`src/hdl/upd_pkg.sv`:
```
package upd_pkg;

    // Characters that take part in escape decoding.
    localparam logic [7:0] CHAR_PCT     = 8'h25;
    localparam logic [7:0] CHAR_LOWER_U = 8'h75;
    localparam logic [7:0] CHAR_UPPER_U = 8'h55;
    localparam logic [7:0] CHAR_PLUS    = 8'h2B;
    localparam logic [7:0] CHAR_SPACE   = 8'h20;
    localparam logic [7:0] CHAR_QUOTE   = 8'h22;
    localparam logic [7:0] CHAR_AMP     = 8'h26;
    localparam logic [7:0] CHAR_QUEST   = 8'h3F;
    localparam logic [7:0] CHAR_SLASH   = 8'h2F;
    localparam logic [7:0] CHAR_ZERO    = 8'h30;

    // The longest escape (percent, u, four hex digits) spans six bytes.
    localparam int WIN_DEPTH = 6;
    localparam int CNT_W     = 3;

    typedef struct packed {
        logic [7:0] in_byte;
        logic       last_byte;
    } upd_in_t;

    typedef struct packed {
        logic [7:0] out_byte;
        logic       byte_valid;
        logic       suspicious;
        logic       end_of_string;
    } upd_out_t;

    // One input byte together with its classification.
    typedef struct packed {
        logic [7:0] char_code;
        logic       last;
        logic       is_pct;
        logic       is_u;
        logic       is_zero;
        logic       is_hex;
        logic       is_special;
        logic [3:0] nibble;
    } upd_entry_t;

    localparam int ENTRY_W = $bits(upd_entry_t);

    // Head of the classified-byte queue as seen by the decoder.
    typedef struct packed {
        logic       valid;
        upd_entry_t entry;
    } upd_q_head_t;

    // Decoder window status, used for checking at the top level.
    typedef struct packed {
        logic [CNT_W-1:0] count;
        logic             fin;
    } upd_status_t;

endpackage

```
`src/hdl/upd_front.sv`:
```
module upd_front
(
    input  logic              clk,
    input  logic              rst_n,
    input  logic              cfg_we,
    input  logic              cfg_wdata,
    input  logic              src_valid,
    output logic              src_ready,
    input  upd_pkg::upd_in_t  src_data,
    input  logic              q_full,
    output logic              q_push,
    output upd_pkg::upd_entry_t q_entry
);

    logic       replace_plus_reg;
    logic [7:0] ch;

    always_ff @(posedge clk or negedge rst_n)
    begin
        if (!rst_n)
        begin
            replace_plus_reg <= 1'b1;
        end
        else if (cfg_we)
        begin
            replace_plus_reg <= cfg_wdata;
        end
    end

    assign src_ready = !q_full;
    assign q_push    = src_valid && !q_full;

    // When replace_plus is set, plus is turned into a space before any classification.
    assign ch = (replace_plus_reg && src_data.in_byte == upd_pkg::CHAR_PLUS) ?
                upd_pkg::CHAR_SPACE : src_data.in_byte;

    always_comb
    begin
        q_entry.char_code  = ch;
        q_entry.last       = src_data.last_byte;
        q_entry.is_pct     = (ch == upd_pkg::CHAR_PCT);
        q_entry.is_u       = (ch == upd_pkg::CHAR_LOWER_U) || (ch == upd_pkg::CHAR_UPPER_U);
        q_entry.is_zero    = (ch == upd_pkg::CHAR_ZERO);
        q_entry.is_hex     = ch inside {[8'h30:8'h39], [8'h41:8'h46], [8'h61:8'h66]};
        q_entry.is_special = ch inside {upd_pkg::CHAR_SPACE, upd_pkg::CHAR_QUOTE,
                                        upd_pkg::CHAR_PCT, upd_pkg::CHAR_AMP,
                                        upd_pkg::CHAR_QUEST, upd_pkg::CHAR_SLASH};
        if (ch[6])
        begin
            q_entry.nibble = ch[3:0] + 4'd9;
        end
        else
        begin
            q_entry.nibble = ch[3:0];
        end
    end

endmodule

```
`src/hdl/upd_fifo.sv`:
```
module upd_fifo
#(
    parameter int DEPTH = 4
)
(
    input  logic                  clk,
    input  logic                  rst_n,
    input  logic                  push,
    input  upd_pkg::upd_entry_t   push_entry,
    output logic                  full,
    input  logic                  pop,
    output upd_pkg::upd_q_head_t  head
);

    localparam int PTR_W = (DEPTH > 1) ? $clog2(DEPTH) : 1;
    localparam int CNT_W = $clog2(DEPTH + 1);

    upd_pkg::upd_entry_t mem_reg [DEPTH];
    logic [PTR_W-1:0]    wr_ptr_reg, wr_ptr_next;
    logic [PTR_W-1:0]    rd_ptr_reg, rd_ptr_next;
    logic [CNT_W-1:0]    count_reg, count_next;
    logic                do_push, do_pop;

    assign full       = (count_reg == CNT_W'(DEPTH));
    assign head.valid = (count_reg != '0);
    assign head.entry = mem_reg[rd_ptr_reg];

    assign do_push = push && !full;
    assign do_pop  = pop && head.valid;

    always_comb
    begin
        wr_ptr_next = wr_ptr_reg;
        rd_ptr_next = rd_ptr_reg;
        count_next  = count_reg;
        if (do_push)
        begin
            wr_ptr_next = (wr_ptr_reg == PTR_W'(DEPTH - 1)) ? '0 : wr_ptr_reg + 1'b1;
        end
        if (do_pop)
        begin
            rd_ptr_next = (rd_ptr_reg == PTR_W'(DEPTH - 1)) ? '0 : rd_ptr_reg + 1'b1;
        end
        if (do_push && !do_pop)
        begin
            count_next = count_reg + 1'b1;
        end
        else if (do_pop && !do_push)
        begin
            count_next = count_reg - 1'b1;
        end
    end

    always_ff @(posedge clk or negedge rst_n)
    begin
        if (!rst_n)
        begin
            wr_ptr_reg <= '0;
            rd_ptr_reg <= '0;
            count_reg  <= '0;
        end
        else
        begin
            wr_ptr_reg <= wr_ptr_next;
            rd_ptr_reg <= rd_ptr_next;
            count_reg  <= count_next;
        end
    end

    always_ff @(posedge clk)
    begin
        if (do_push)
        begin
            mem_reg[wr_ptr_reg] <= push_entry;
        end
    end

endmodule

```
`src/hdl/upd_back.sv`:
```
module upd_back
(
    input  logic                  clk,
    input  logic                  rst_n,
    input  upd_pkg::upd_q_head_t  q_head,
    output logic                  q_pop,
    output logic                  dst_valid,
    input  logic                  dst_ready,
    output upd_pkg::upd_out_t     dst_data,
    output upd_pkg::upd_status_t  status
);

    localparam int WD = upd_pkg::WIN_DEPTH;
    localparam int CW = upd_pkg::CNT_W;

    upd_pkg::upd_entry_t [WD-1:0] win_reg, win_next, win_shift;
    logic [CW-1:0]                count_reg, count_next, n_after;
    logic                         fin_reg, fin_next;
    logic                         susp_reg, susp_next;
    logic                         out_valid_reg, out_valid_next;
    upd_pkg::upd_out_t            out_word_reg, out_word_next;

    logic [WD-1:0] av;
    logic          bad_u;
    logic          dec_ready, emit, suppress;
    logic [CW-1:0] used;
    logic [7:0]    ob;
    logic          final_dec, produce, take, consume, pull;

    // Decide the item at the head of the window.
    always_comb
    begin
        for (int k = 0; k < WD; k++)
        begin
            av[k] = (count_reg > CW'(k));
        end
        bad_u = 1'b0;
        for (int k = 2; k < WD; k++)
        begin
            bad_u = bad_u | (av[k] && !win_reg[k].is_hex);
        end

        dec_ready = 1'b0;
        emit      = 1'b0;
        suppress  = 1'b0;
        used      = CW'(1);
        ob        = upd_pkg::CHAR_PCT;

        if (count_reg != '0)
        begin
            dec_ready = 1'b1;
            emit      = 1'b1;
            if (!win_reg[0].is_pct)
            begin
                ob = win_reg[0].char_code;
            end
            else if (!av[1])
            begin
                if (!fin_reg)
                begin
                    dec_ready = 1'b0;
                end
            end
            else if (win_reg[1].is_u)
            begin
                if (!fin_reg && !av[5] && !bad_u)
                begin
                    dec_ready = 1'b0;
                end
                else if (av[5] && !bad_u)
                begin
                    used = CW'(6);
                    if (win_reg[2].is_zero && win_reg[3].is_zero)
                    begin
                        ob = {win_reg[4].nibble, win_reg[5].nibble};
                    end
                    else
                    begin
                        emit     = 1'b0;
                        suppress = 1'b1;
                    end
                end
                else if (av[2] && win_reg[2].is_special)
                begin
                    ob   = win_reg[2].char_code;
                    used = CW'(3);
                end
            end
            else
            begin
                if (win_reg[1].is_hex && !av[2] && !fin_reg)
                begin
                    dec_ready = 1'b0;
                end
                else if (win_reg[1].is_hex && av[2] && win_reg[2].is_hex)
                begin
                    ob   = {win_reg[1].nibble, win_reg[2].nibble};
                    used = CW'(3);
                end
                else if (win_reg[1].is_special)
                begin
                    ob   = win_reg[1].char_code;
                    used = CW'(2);
                end
            end
        end
    end

    assign final_dec = fin_reg && (count_reg == used);
    assign produce   = emit || final_dec;
    assign take      = !out_valid_reg || dst_ready;
    assign consume   = dec_ready && (!produce || take);
    assign n_after   = consume ? (count_reg - used) : count_reg;
    assign pull      = q_head.valid &&
                       (fin_reg ? (consume && final_dec) : (n_after < CW'(WD)));
    assign q_pop     = pull;

    always_comb
    begin
        win_shift = win_reg >> (int'(used) * upd_pkg::ENTRY_W);
        win_next  = consume ? win_shift : win_reg;
        if (pull)
        begin
            win_next[n_after] = q_head.entry;
        end
        count_next = n_after + CW'(pull);

        fin_next = fin_reg;
        if (consume && final_dec)
        begin
            fin_next = 1'b0;
        end
        if (pull && q_head.entry.last)
        begin
            fin_next = 1'b1;
        end

        susp_next = susp_reg;
        if (consume && final_dec)
        begin
            susp_next = 1'b0;
        end
        else if (consume && suppress)
        begin
            susp_next = 1'b1;
        end

        out_valid_next = out_valid_reg && !dst_ready;
        out_word_next  = out_word_reg;
        if (consume && produce)
        begin
            out_valid_next               = 1'b1;
            out_word_next.out_byte       = emit ? ob : 8'h00;
            out_word_next.byte_valid     = emit;
            out_word_next.suspicious     = final_dec && (susp_reg || suppress);
            out_word_next.end_of_string  = final_dec;
        end
    end

    always_ff @(posedge clk or negedge rst_n)
    begin
        if (!rst_n)
        begin
            count_reg     <= '0;
            fin_reg       <= 1'b0;
            susp_reg      <= 1'b0;
            out_valid_reg <= 1'b0;
        end
        else
        begin
            count_reg     <= count_next;
            fin_reg       <= fin_next;
            susp_reg      <= susp_next;
            out_valid_reg <= out_valid_next;
        end
    end

    always_ff @(posedge clk)
    begin
        win_reg      <= win_next;
        out_word_reg <= out_word_next;
    end

    assign dst_valid    = out_valid_reg;
    assign dst_data     = out_word_reg;
    assign status.count = count_reg;
    assign status.fin   = fin_reg;

endmodule

```
`src/hdl/url_percent_decoder_core.sv`:
```
// A byte that decides at once (plain character) passes through the queue, the decoder window
// and the output register; escape bytes wait in the decoder window until the escape is settled.
// Within a string the core takes one input byte per cycle while the queue has room.
// At the end of a string the window drains one word per cycle while the output is ready,
// before the next string enters, so a flush of up to six words can stall a back-to-back
// source once the queue (default depth four) fills, even when the output never stalls.
// Reset: asynchronous, active low; empties the queue and window, clears the suspicious flag,
// and sets replace_plus to 1.
module url_percent_decoder_core
#(
    parameter int FIFO_DEPTH = 4
)
(
    input  logic              clk,
    input  logic              rst_n,
    input  logic              cfg_we,
    input  logic              cfg_wdata,
    input  logic              src_valid,
    output logic              src_ready,
    input  upd_pkg::upd_in_t  src_data,
    output logic              dst_valid,
    input  logic              dst_ready,
    output upd_pkg::upd_out_t dst_data
);

    // The front end takes one word per cycle while the queue is not full, applies
    // the plus-to-space rule and classifies the byte (percent, u, zero, hex digit
    // with its value, special). Classified bytes wait in a short queue so that the
    // decoder can stall on its output or spend extra cycles on an end-of-string
    // flush without backing up the source immediately.
    upd_pkg::upd_entry_t  q_entry;
    logic                 q_push;
    logic                 q_full;
    upd_pkg::upd_q_head_t q_head;
    logic                 q_pop;
    upd_pkg::upd_status_t back_status;

    upd_front u_front
    (
        .clk       (clk),
        .rst_n     (rst_n),
        .cfg_we    (cfg_we),
        .cfg_wdata (cfg_wdata),
        .src_valid (src_valid),
        .src_ready (src_ready),
        .src_data  (src_data),
        .q_full    (q_full),
        .q_push    (q_push),
        .q_entry   (q_entry)
    );

    upd_fifo #(.DEPTH(FIFO_DEPTH)) u_fifo
    (
        .clk        (clk),
        .rst_n      (rst_n),
        .push       (q_push),
        .push_entry (q_entry),
        .full       (q_full),
        .pop        (q_pop),
        .head       (q_head)
    );

    // The back end keeps a six-byte window. Each cycle it decides the item at the
    // head of the window (one output word, a suppressed %u escape, or a wait for
    // more bytes) and in the same cycle pulls the next byte from the queue when the
    // window has room. It never pulls past the final byte of a string, so the
    // end-of-string decision only ever sees bytes of the current string.
    upd_back u_back
    (
        .clk       (clk),
        .rst_n     (rst_n),
        .q_head    (q_head),
        .q_pop     (q_pop),
        .dst_valid (dst_valid),
        .dst_ready (dst_ready),
        .dst_data  (dst_data),
        .status    (back_status)
    );

    // The suspicious flag is only ever reported on the final word of a string.
    assert property (@(posedge clk) disable iff (!rst_n)
        dst_valid && dst_data.suspicious |-> dst_data.end_of_string)
        else $error("suspicious flag on a word that does not end the string");

    // A word without a character is the bare end marker and carries a zero byte.
    assert property (@(posedge clk) disable iff (!rst_n)
        dst_valid && !dst_data.byte_valid |-> dst_data.end_of_string &&
        dst_data.out_byte == 8'h00)
        else $error("empty word that is not a clean end marker");

    // The window never overfills, and a pending end of string always has bytes left.
    assert property (@(posedge clk) disable iff (!rst_n)
        back_status.count <= 3'd6 && (!back_status.fin || back_status.count != 3'd0))
        else $error("decoder window count out of range");

endmodule
```
`config.mk`:
```
export PLATFORM = sky130hd
export DESIGN_NAME = url_percent_decoder_core
export DESIGN_NICKNAME = d
export VERILOG_FILES = /design/src/hdl/upd_pkg.sv /design/src/hdl/upd_front.sv /design/src/hdl/upd_fifo.sv /design/src/hdl/upd_back.sv /design/src/hdl/url_percent_decoder_core.sv
export SDC_FILE = /design/constraint.sdc
export NUM_CORES = 1
export LEC_CHECK = 0
export BUFFER_PORTS_ARGS = -buffer_cell sky130_fd_sc_hd__buf_4
export CAP_MARGIN = 20
export CORE_ASPECT_RATIO = 1.4
export CORE_UTILIZATION = 46
export CTS_CLUSTER_SIZE = 30
export DETAILED_ROUTE_END_ITERATION = 10
export PLACE_DENSITY = 0.58
export SYNTH_ARGS = -nofsm -noshare
export SYNTH_HDL_FRONTEND = slang
export SYNTH_SLANG_ARGS = --single-unit
export TNS_END_PERCENT = 30
```
`constraint.sdc`:
```
create_clock -name clk -period 13.8 [get_ports clk]
set_input_delay 2.07 -clock clk [delete_from_list [all_inputs] [get_ports clk]]
set_output_delay 2.07 -clock clk [all_outputs]
set_load 0.05 [all_outputs]
```
# == Word-level counts from Yosys, hierarchy flattened ==
# Memories as Yosys holds them, arrays and structs flattened.
# Index checks and enable logic that the tools add are counted.
# word_totals
register_bits,133
mem_bits_rw,72
wordCells,223
memories,1
# memory_table
memory,words,width,rd,rd_clocked_by_memory_dff,write_ports,line_no,text
u_fifo.mem_reg,4,18,1,0,1,upd_fifo.sv:18,upd_pkg::upd_entry_t mem_reg [DEPTH];
# classes
n_reduce_logical,59
shifts,1
eq_ne,14
n_addsub,7
magnitude_cmp,14
mux,62
mul,1
n_bitwise,3
# ops
op,n
108-bit two-way mux,2
108-bit bitwise mux,1
108-bit by 32-bit right shift with 108-bit output,1
8-bit two-way mux,11
"8-bit by 6-bit == test with 1-bit output, second input constant",8
18-bit demux with 3-bit select,1
3-bit two-way mux,11
1-bit logical AND,32
1-bit two-way mux,29
18-bit two-way mux,1
"8-bit by 7-bit == test with 1-bit output, second input constant",2
"8-bit by 7-bit >= comparator with 1-bit output, second input constant",2
"8-bit by 7-bit less-or-equal comparator with 1-bit output, second input constant",2
1-bit zero test,14
3-bit nonzero test,3
"8-bit by 6-bit >= comparator with 1-bit output, second input constant",1
"8-bit by 6-bit less-or-equal comparator with 1-bit output, second input constant",1
2-bit two-way mux,4
"3-bit by 4-bit multiplier with 7-bit output, second input constant",1
"3-bit by 2-bit > comparator with 1-bit output, second input constant",2
"3-bit > comparator, second input constant",2
6-bit two-way mux,1
2-bit nonzero test,3
6-bit nonzero test,1
other kinds (17),25

# == Depth between registers and ports, before layout ==
# depth
ltp_word,27
mapped_depth,20
ltp_nobuf,17

# == Cells and area by module ==
# A second synthesis with hierarchy kept.
# unflattened
cells_unflattened,1004
hier_area_um2,10446.3
# by_module_without_submodules
module,area_each_um2,seq_area_each_um2,cells_per_inst,n_inst
upd_back,6994.2,2422.3,821,1
upd_fifo,3071.7,2337.2,131,1
upd_front,380.4,26.3,52,1

# == Worst setup path after synthesis ==
# Ideal clock, no wire load.
# synth_timing
path_type,register to register
from,register u_back.count_reg[1]
to,"register u_back.out_word_reg, in the netlist u_back.dst_data[0], enable pin"
n_path_buf,6
stages_incl_launch_ff,17
arrival_ns,4.088
path_slack_ns,9.333
period_less_slack_ns,4.467
cell_sequence,dfrtp_1 -> buf_2 -> a21oi_1 -> mux2i_1 -> o21ai_0 -> inv_1 -> clkbuf_1 -> clkbuf_1 -> ha_1 -> nand3_1 -> nand3_1 -> o21ai_2 -> nand3_1 -> clkbuf_1 -> clkbuf_1 -> buf_1 -> nor2_1
# synth_between
elab_chain_cells,20
elab_cells_between_ends,52
cone_classes,order compare (5); eq/ne (1); mux (21); bitwise (3); reduce/logical (22)
# synth_rtl
item,line_no,text
"start, declared",upd_back.sv:17,"logic [CW-1:0] count_reg, count_next, n_after;"
"start signal, assigned",upd_back.sv:171,count_reg <= count_next;
3-bit by 2-bit > comparator with 1-bit output,upd_back.sv:35,av[k] = (count_reg > CW'(k));
1-bit logical AND,upd_back.sv:40,bad_u = bad_u | (av[k] && !win_reg[k].is_hex);
1-bit OR (3 in a row),upd_back.sv:40,
1-bit zero test,"upd_back.sv:66, upd_back.sv:70",
1-bit logical AND,upd_back.sv:70,else if (av[5] && !bad_u)
3-bit two-way mux,upd_back.sv:70,
3-bit two-way mux,upd_back.sv:66,if (!fin_reg && !av[5] && !bad_u)
3-bit two-way mux,upd_back.sv:64,else if (win_reg[1].is_u)
[... 2 more ...],-,
3-bit two-way mux,upd_back.sv:49,if (count_reg != '0)
3-bit == test,upd_back.sv:109,assign final_dec = fin_reg && (count_reg == used);
1-bit logical AND,upd_back.sv:109,
1-bit logical OR,upd_back.sv:110,assign produce = emit || final_dec;
1-bit zero test,upd_back.sv:112,assign consume = dec_ready && (!produce || take);
1-bit logical OR,upd_back.sv:112,
1-bit logical AND,upd_back.sv:112,
1-bit logical AND (*),upd_back.sv:150,if (consume && produce)
"end signal, assigned",upd_back.sv:181,out_word_reg <= out_word_next;
"end, declared",upd_back.sv:21,"upd_pkg::upd_out_t out_word_reg, out_word_next;"
# Mark *: on every way between the ends. The rest lies on a longest branch, timed or not.
# A chain may end at the register's enable or synchronous reset.

==> reports/qor.yml <==
timing:
  setup_tns_ns: 0
  tightestPinTransition_ns: 1.12
  finalClockSkew_ns: 0.0103
  rsz0062_at_grt: "no"
  setup_violations: 0
  max-slew-margin-rel_pct: 25.4
  setup_slack_ns: 8.34
  maxSlewViolCount: 0
  period_share_pct: 39.5
  final.hold.worst_slack_ns: 0.478
  fin_crit_ns: 5.46
  finalHoldViolations: 0
  fmax_mhz: 183
setup_path:
  timing.critical_path.from_type: "flop"
  worstPathRequired_ns: 14.16
  crit_path_cell_trace: "o31a_1, o211ai_1, nand2_1, inv_2, ha_1, nand3_1, nand3_1, o21ai_2, nand3_4, buf_4, nor2_1, a32oi_1, mux2i_1"
  critPathBufInv: 2
  critical_path.max_stage_delay_ns: 0.92
  crit_path_frequent_cell: "nand3_1"
  critPathSlowestCell: "nor2_1"
  criticalPathCategory: "flop to flop"
  worstPathArrival_ns: 5.82
  path_delay_family: "simple AND/OR/NAND/NOR gates"
  timing.critical_path.fanout_max: 58
  worst_setup_path_end_kind: "flop"
drt:
  route.detailed.wl_per_inst_um: 21.5
  detail_route.drc_violations: 0
  drt-vias-per-instance: 6.09
  first_iter_violations: 783
  wirelength_mm: 28.9
  routed_antenna_nets: 0
  via_count: 8162
  dr.pass1.iters: 5
floorplanning:
  io-pin-count: 28
  chipHeight_um: 179
  core_area_um2: 21900
  design.die.area_um2: 23000
  num_rows: 64
  initial_utilization_pct: 46.9
  chipWidth_um: 128
cells_and_area:
  final.fill_count: 2046
  final_layout_size_suffix_gt1_share_pct: 12.5
  antennaDiodeCount: 0
  max_reg_flops: 96
  area.growth.synth_to_final_pct: 9.25
  final_net_count: 1060
  layout.core_utilization_pct: 51.3
logic_synthesis:
  syn-mean-instance-area_um2: 9.81
  synth_top_area_share_pct: 24.2
  async_flop_share_pct: 7.25
  postSynthRegisterBits: 193
  syn-cell-area_um2: 10300
  syn-num-nets: 1079
  synth_cells: 1049
  synth_area_leaders: "edfxtp_1 (24%), dfxtp_1 (19%), mux2i_1 (9.1%), nand2_1 (4.6%), o21ai_0 (3.2%)"
  synth.yosys.warnings: 0
  synth_area_leader_cell: "edfxtp_1"
  synth.yosys.seq_area_share_pct: 46.3
  synth_ff_type: "dfxtp_1"
  synth_edf_count: 83
  synthDistinctLibCells: 83
global_routing:
  overflow: 0
  grt_pass1_vias: 7651
  grt_start_max_net_pins: 59
  grt_use_total_pct: 26.0
  grt_pass1_wl_mm: 44.9
  antenna_found_initial: 0
clock_network:
  numCtsBuffers: 17
  postCtsSetupRepairBufs: 0
  clock_latency_on_the_worst_skew_pair_ns: 0.44
  cts_htree_levels: 4
  bufs_on_longest_clock_path: 2
  cts.root.buffer_cell: "clkbuf_16"
  clock-sinks: 193
  postCtsHoldBufs: 0
  cts_tree: "built"
  clkTransAtPathRegs_ns: 0.07
  cts_repair_resize_count: 0
placement:
  port-buffer-count: 27
  detailedPlace.worstSlack_ns: 8.51
  detailed_place_hpwl_mm: 19.4
  gpl.final_weighted_congestion: 0.892
power_and_ir_drop:
  vdd_drop_max_mv: 0.120
  total_leakage_power_nw: 4.30
  power_per_cell_area_nw_per_um2: 270
hold_path:
  min-delay-path-class: "flop to flop"
run:
  drv_cap: 0
outcome:
  run_status: "complete, no violations"
[power breakdown]
group,internal [mW],leakage [nW],switching [mW]
sequential,0.822,1.72,0.186
clock,0.247,0.280,0.235
combinational,0.567,2.30,0.984
total,1.64,4.30,1.40
[layer usage]
| layer | up-vias | track usage [%] | wire length (µm) |
|---|---|---|---|
| li1 | 3836 | - | - |
| met1 | 3975 | 32.8 | 12200 |
| met2 | 295 | 44.0 | 14300 |
| met3 | 56 | 3.55 | 1430 |
| met4 | 0 | 12.0 | 930 |
| met5 | - | 0 | 0 |
[final timing paths]
path                                                              to  depth (start not counted)  slack [ns]                     startpoint
worst min-delay path                     u_back.win_reg[100]$_DFF_P_                          2        0.48    u_back.win_reg[100]$_DFF_P_
max in group asynchronous       u_front.replace_plus_reg$_DFFE_PN1P_                          1       12.05                          rst_n
min in group asynchronous           u_fifo.wr_ptr_reg[0]$_DFFE_PN0P_                          1        1.48                          rst_n
worst max register to register            u_back.win_reg[49]$_DFF_P_                         13        8.34  u_back.count_reg[1]$_DFF_PN0_
worst max-delay path                      u_back.win_reg[49]$_DFF_P_                         13        8.34  u_back.count_reg[1]$_DFF_PN0_
worst min register to register           u_back.win_reg[100]$_DFF_P_                          2        0.48    u_back.win_reg[100]$_DFF_P_
[Yosys cell counts, drive strengths merged (4+ instances only)]
cell type	number
mux2i	94
mux2	39
a31oi	17
o21ai	68
a221o	4
ha	13
a32oi	8
clkbuf	55
o31ai	9
dfrtp	13
o22ai	12
nor3	25
edfxtp	83
and2	13
a21o	5
nand2	126
nand3	35
xnor2	4
inv	36
nor2	63
a211oi	7
mux4	8
buf	26
nand4	9
a22oi	24
o21a	6
a22o	8
a21oi	52
or3	5
o211ai	11
nor2b	10
a221oi	5
dfxtp	96
and3	12
[layout by cell type (no fill, tap or decap), drive strengths merged, types with 6 or more instances in the layout]
master,count
and2,13
nand2,126
buf,43
a22o,8
mux2,39
a22oi,24
mux4,8
dfrtp,13
nor2b,10
dfxtp,96
clkinv,6
inv,43
o21ai,68
mux2i,94
a31oi,17
o31ai,9
o22ai,12
a21oi,52
o211ai,11
o21a,6
and3,12
ha,13
edfxtp,83
a32oi,8
nand3,35
nor3,25
a211oi,7
nor2,63
clkbuf,18
nand4,9
[layout make-up]
cell class,count,area (µm²),share of cell area [%]
Tap cell,297,372,3.30
Multi-Input combinational cell,739,5080,45.2
Clock buffer,18,450,4.01
Sequential cell,193,4770,42.4
Inverter,36,135,1.20
Clock inverter,14,120,1.07
Timing Repair Buffer,43,323,2.87
[logic make-up (layout without fill, tap and decap cells)]
group | Yosys count | after routing | share of synthesized area [%]
and+or+nand+nor | 315 | 315 | 14.5
muxes | 141 | 141 | 15.2
xor gates and xnor gates | 6 | 6 | 0.511
buffers and inverters | 117 | 111 | 4.74
AOI/OAI and AO/OA | 262 | 262 | 16.8
adders and majority gates | 15 | 15 | 1.97
DFF | 193 | 193 | 46.3
[per-stage QoR]
| stage | cell area, µm² | power [mW] | cells |
|---|---|---|---|
| 2_1_floorplan | 10300 | 2.12 | 1049 |
| 3_3_place_gp | 10700 | 2.53 | 1308 |
| 3_5_place_dp | 10700 | 2.55 | 1308 |
| 4_1_cts | 11200 | 3.03 | 1340 |
| 5_1_grt | 11200 | 3.23 | 1340 |
| 6_report | 11200 | 3.04 | 1340 |
[worst register-to-register path, cell delays in order (launching register included)]
cell and delay, ns:
dfrtp_1 0.58, o31a_1 0.44, o211ai_1 0.78, nand2_1 0.22, inv_2 0.11, ha_1 0.24, nand3_1 0.16, nand3_1 0.13
o21ai_2 0.30, nand3_4 0.50, buf_4 0.57, nor2_1 0.94, a32oi_1 0.21, mux2i_1 0.20
(Power assumes the default switching activity.)
